[src/sv/adm_pkg.sv]
// Shared constants, codes and types of the ancestor demand marker.
package adm_pkg;

    // Default graph size and domain count.
    localparam int ADM_NODES_DEF   = 64;
    localparam int ADM_DOMAINS_DEF = 4;

    // Fixed field widths of the streams and registers.
    localparam int MODE_W     = 3;
    localparam int NODE_W     = 6;
    localparam int BLOCK_W    = 16;
    localparam int DOMAIN_W   = 2;
    localparam int STATUS_W   = 2;
    localparam int MASK_W     = 64;
    localparam int NODE_CNT_W = 7;
    localparam int DOM_CNT_W  = 3;
    localparam int CFG_IDX_W  = 1;
    localparam int CFG_DATA_W = 7;

    // Stream data widths, rounded up to whole bytes.
    localparam int IN_TDATA_W  = 56;
    localparam int OUT_TDATA_W = 72;

    // Item modes.
    localparam logic [MODE_W-1:0] MODE_LOAD   = 3'd0;
    localparam logic [MODE_W-1:0] MODE_MARK   = 3'd1;
    localparam logic [MODE_W-1:0] MODE_SELECT = 3'd2;
    localparam logic [MODE_W-1:0] MODE_READ   = 3'd3;
    localparam logic [MODE_W-1:0] MODE_CLEAR  = 3'd4;

    // Result status codes.
    localparam logic [STATUS_W-1:0] STAT_DONE    = 2'd0;
    localparam logic [STATUS_W-1:0] STAT_IGNORED = 2'd1;
    localparam logic [STATUS_W-1:0] STAT_RANGE   = 2'd2;

    // Configuration register indexes.
    localparam logic [CFG_IDX_W-1:0] REG_NODES_USED   = 1'b0;
    localparam logic [CFG_IDX_W-1:0] REG_DOMAINS_USED = 1'b1;

    // Control bundle from the sequencer to the row store.
    typedef struct packed {
        logic rd_en;
        logic wr_en;
        logic clr;
    } adm_row_ctl_t;

endpackage

[src/sv/adm_row_store.sv]
// Producer bitmap store: one row per consumer node, with a valid bit per row.
module adm_row_store
    import adm_pkg::*;
#(
    parameter int NODES = ADM_NODES_DEF,
    parameter int NW    = $clog2(NODES)
) (
    input  logic             aclk,
    input  logic             aresetn,
    input  adm_row_ctl_t     ctl,
    input  logic [NW-1:0]    rd_addr,
    input  logic [NW-1:0]    wr_addr,
    input  logic [NODES-1:0] wr_data,
    output logic [NODES-1:0] rd_row
);

    logic [NODES-1:0] mem [NODES];
    logic [NODES-1:0] row_vld_reg;
    logic [NODES-1:0] rd_data_reg;
    logic             rd_vld_reg;

    always_ff @(posedge aclk) begin
        if (ctl.wr_en) begin
            mem[wr_addr] <= wr_data;
        end
        if (ctl.rd_en) begin
            rd_data_reg <= mem[rd_addr];
        end
    end

    // Rows never written since reset or the last clear read as zero.
    always_ff @(posedge aclk) begin
        if (!aresetn) begin
            row_vld_reg <= '0;
            rd_vld_reg  <= 1'b0;
        end else begin
            if (ctl.clr) begin
                row_vld_reg <= '0;
            end else if (ctl.wr_en) begin
                row_vld_reg[wr_addr] <= 1'b1;
            end
            if (ctl.rd_en) begin
                rd_vld_reg <= row_vld_reg[rd_addr];
            end
        end
    end

    assign rd_row = rd_vld_reg ? rd_data_reg : '0;

endmodule

[config.mk]
export PLATFORM = sky130hd
export DESIGN_NAME = adm_row_store
export DESIGN_NICKNAME = d
export VERILOG_FILES = /design/src/sv/adm_pkg.sv /design/src/sv/adm_row_store.sv
export SDC_FILE = /design/constraint.sdc
export NUM_CORES = 2
export LEC_CHECK = 0
export BUFFER_PORTS_ARGS = -buffer_cell sky130_fd_sc_hd__buf_2
export CORE_MARGIN = 2
export CORE_UTILIZATION = 40
export DETAILED_ROUTE_END_ITERATION = 10
export PLACE_DENSITY = 0.54
export SLEW_MARGIN = 20
export SYNTH_ARGS = -nofsm -noshare
export SYNTH_HDL_FRONTEND = slang
export SYNTH_SLANG_ARGS = --single-unit
[constraint.sdc]
create_clock -name aclk -period 9.9 [get_ports aclk]
set_clock_uncertainty 0.2 [all_clocks]
set_input_delay 1.98 -clock aclk [delete_from_list [all_inputs] [get_ports aclk]]
set_output_delay 1.98 -clock aclk [all_outputs]
set_load 0.005 [all_outputs]
==> impl_metrics.ini <==
[cts]
cts_tree = done
cts_resized = 0
cts_buffer_depth = 4
htreeDepth = 5
clk_latency_ns = 0.97
cts_hold_buf = 0
root_buffer = clkbuf_16
numCtsBuffers = 434
cts_setup_buffers = 0
numClockSinks = 4225
path_clk_slew_ns = 0.07

[setup_path]
critPathMaxStageDelay_ns = 0.93
path_class = reg -> out
critPathLaunch = rd_vld_reg
critPathMaxFanout = 41
cp_cell_sequence = buf_4 -> and2_1 -> buf_2
r2r_setup_slack_ns = 7.37
startpoint_type = register
r2r-start = mem[22][33]
crit_required_ns = 7.72
crit_end = rd_row[29]
slowest_stage = dfxtp_4
cp-end-kind = output port
r2r_end = rd_data_reg[33]
rr_worst_depth = 3
critPathArrivalTime_ns = 2.74

[layout]
nFillCells = 32680
layout_commonest_cell = edfxtp_1
stdcell_count = 12290
nets = 6719
drive_gt1_share_pct = 33.81
syn_to_final_growth_pct = 13.98
layout_common_cells = edfxtp_1, mux4_2, clkbuf_16
largest_reg_flops = 4096

[synthesis]
avgSynthCellArea_um2 = 25.90
yosysWarningCount = 0
synth_edf_count = 4160
ys_types = 32
synth_area_leaders = edfxtp_1, mux4_2, dfxtp_1
yosys.area.top_type_share_pct = 78.21
seq_area_frac_synth_pct = 79.02
syn_inst = 6167
synthFlopType = edfxtp_1
syn_nets = 6248
ys_async_sr_fraction_pct = 0
syn-cell-area_mm2 = 0.1597
synth-seq-cells = 4225
synth_top_area_cell = edfxtp_1

[drt]
drtAntennaViolNets = 0
vias_per_cell = 5.996
routed_wl_um = 459900
drt_pass1_iterations = 5
initialDrtViolationCount = 9514
wl_per_cell_um = 37.42
drc_errors = 0
num_vias = 73680

[timing]
hold_viol_final = 0
fmax_mhz = 203.2
final.period_utilization_pct = 49.70
fin_tns_setup_ns = 0
drv_slew = 0
finalSetupViolCount = 0
worstMarginPinSlew_ns = 1.222
slew_headroom_pct = 18.51
layout_setup_ws_ns = 4.980
min_period_ns = 4.920
rsz0062_at_grt = no

[outcome]
status = complete, no violations

[grt]
grt_pass1_vias = 74420
grt_first_pass_wirelength_um = 629200
grtUsageMet3_pct = 3.274
grt_use_total_pct = 22.54
grt.busiest_layer = met2
antenna_found_initial = 42
grt_overflow_total = 0
grt_use_met1_pct = 31.98
met2_usage_pct = 36.99
grt_max_degree = 141

[floorplanning]
io_pins = 145
initial_core_util_pct = 40.08
fp.dieW_um = 635.9
rows = 232
core_area_mm2 = 0.3986
die-area_mm2 = 0.4044
die_h_um = 635.9

[place]
portBuffers = 144
pre_cts_slack_ns = 4.022
place_inst = 11460
dp_hpwl_um = 227200
gp_congestion = 0.7518

[power]
power.leakage_nw = 55.87
vdd_ir_drop_max_uv = 162.1
powerDensity_mw_per_mm2 = 204.8

[worst_hold_path]
hold_class = reg -> reg

[run]
drv_cap = 0
## cells in the mapped netlist, types with 2 or more instances
library cell,instances
o311ai_0,2
nor2b_1,8
o21a_1,64
buf_4,10
mux2_2,2
and3b_1,3
nand2_1,5
and3_1,2
nand2b_1,7
nor3_1,4
mux4_2,1356
or2_2,2
edfxtp_1,4160
nor2_1,63
a21oi_1,4
and2_1,64
buf_2,87
mux2i_1,6
buf_1,42
nand4_1,3
nand3_1,10
dfxtp_1,65
buf_6,4
o31ai_1,2
a22o_1,2
clkbuf_1,184
## power breakdown
| group | internal [mW] | total, mW | switching [mW] |
|---|---|---|---|
| logic | 0.690 | 1.59 | 0.901 |
| clock network | 8.96 | 15.8 | 6.86 |
| registers | 19.8 | 19.9 | 0.0703 |
## worst min-delay path by stage
| stage | slack [ns] | endpoint | cells after the start | start |
|---|---|---|---|---|
| floorplan | 0.24 | row_vld_reg[20] | 1 | row_vld_reg[20] |
| global route | 0.27 | row_vld_reg[54] | 1 | row_vld_reg[54] |
| CTS | 0.26 | row_vld_reg[9] | 1 | row_vld_reg[9] |
| detailed placement | 0.25 | row_vld_reg[9] | 1 | row_vld_reg[9] |
| finish | 0.26 | row_vld_reg[9] | 1 | row_vld_reg[9] |
| global placement | 0.24 | row_vld_reg[55] | 1 | row_vld_reg[55] |
## layer usage
layer | wire length (um) | part of all wire (%) | vias up
met5 | 63 | 0.014 | -
met4 | 11550 | 2.5 | 14
met3 | 32600 | 7.1 | 684
met2 | 226300 | 49 | 3042
met1 | 189300 | 41 | 41830
li1 | - | - | 28120
## layout make-up
class	instances	area, um^2	share of cell area (%)
multi-input cells	1615	32590	17.90
clock inverters	248	2121	1.165
repair buffers	362	3015	1.656
well taps	5265	6588	3.618
flip-flops and latches	4225	126200	69.33
clock buffers	554	11480	6.304
diodes	19	47.55	0.02612
## per-stage QoR
step | power, mW | cell area [um^2] | util [%] | hold WS (ns)
global placement | 21.85 | 168100 | 42.17 | 0.2412
floorplan | 21.17 | 159700 | - | 0.2352
global route | 38.35 | 182000 | 45.67 | 0.2724
finish | 37.29 | 182100 | 45.68 | 0.2620
detailed placement | 21.88 | 168300 | 42.23 | 0.2503
CTS | 37.59 | 181900 | 45.65 | 0.2645
## critical path: cells and delay by family (launching register included)
kind	cells	cell delay, ns
buf+inv	2	0.60
simple gates	1	0.20
flops	1	0.93
## cell families (layout without fill, tap and decap cells)
group           count (synthesis)  in the layout  synth area share (%)
simple gates                  173            173                0.5656
other cells                     0             19                     0
flops                        4225           4225                 79.02
buf+inv                       327           1164                0.8789
mux                          1364           1364                 19.17
compound gates                 78             78                0.3650
Note: power is estimated with default switching activity, not from simulation.
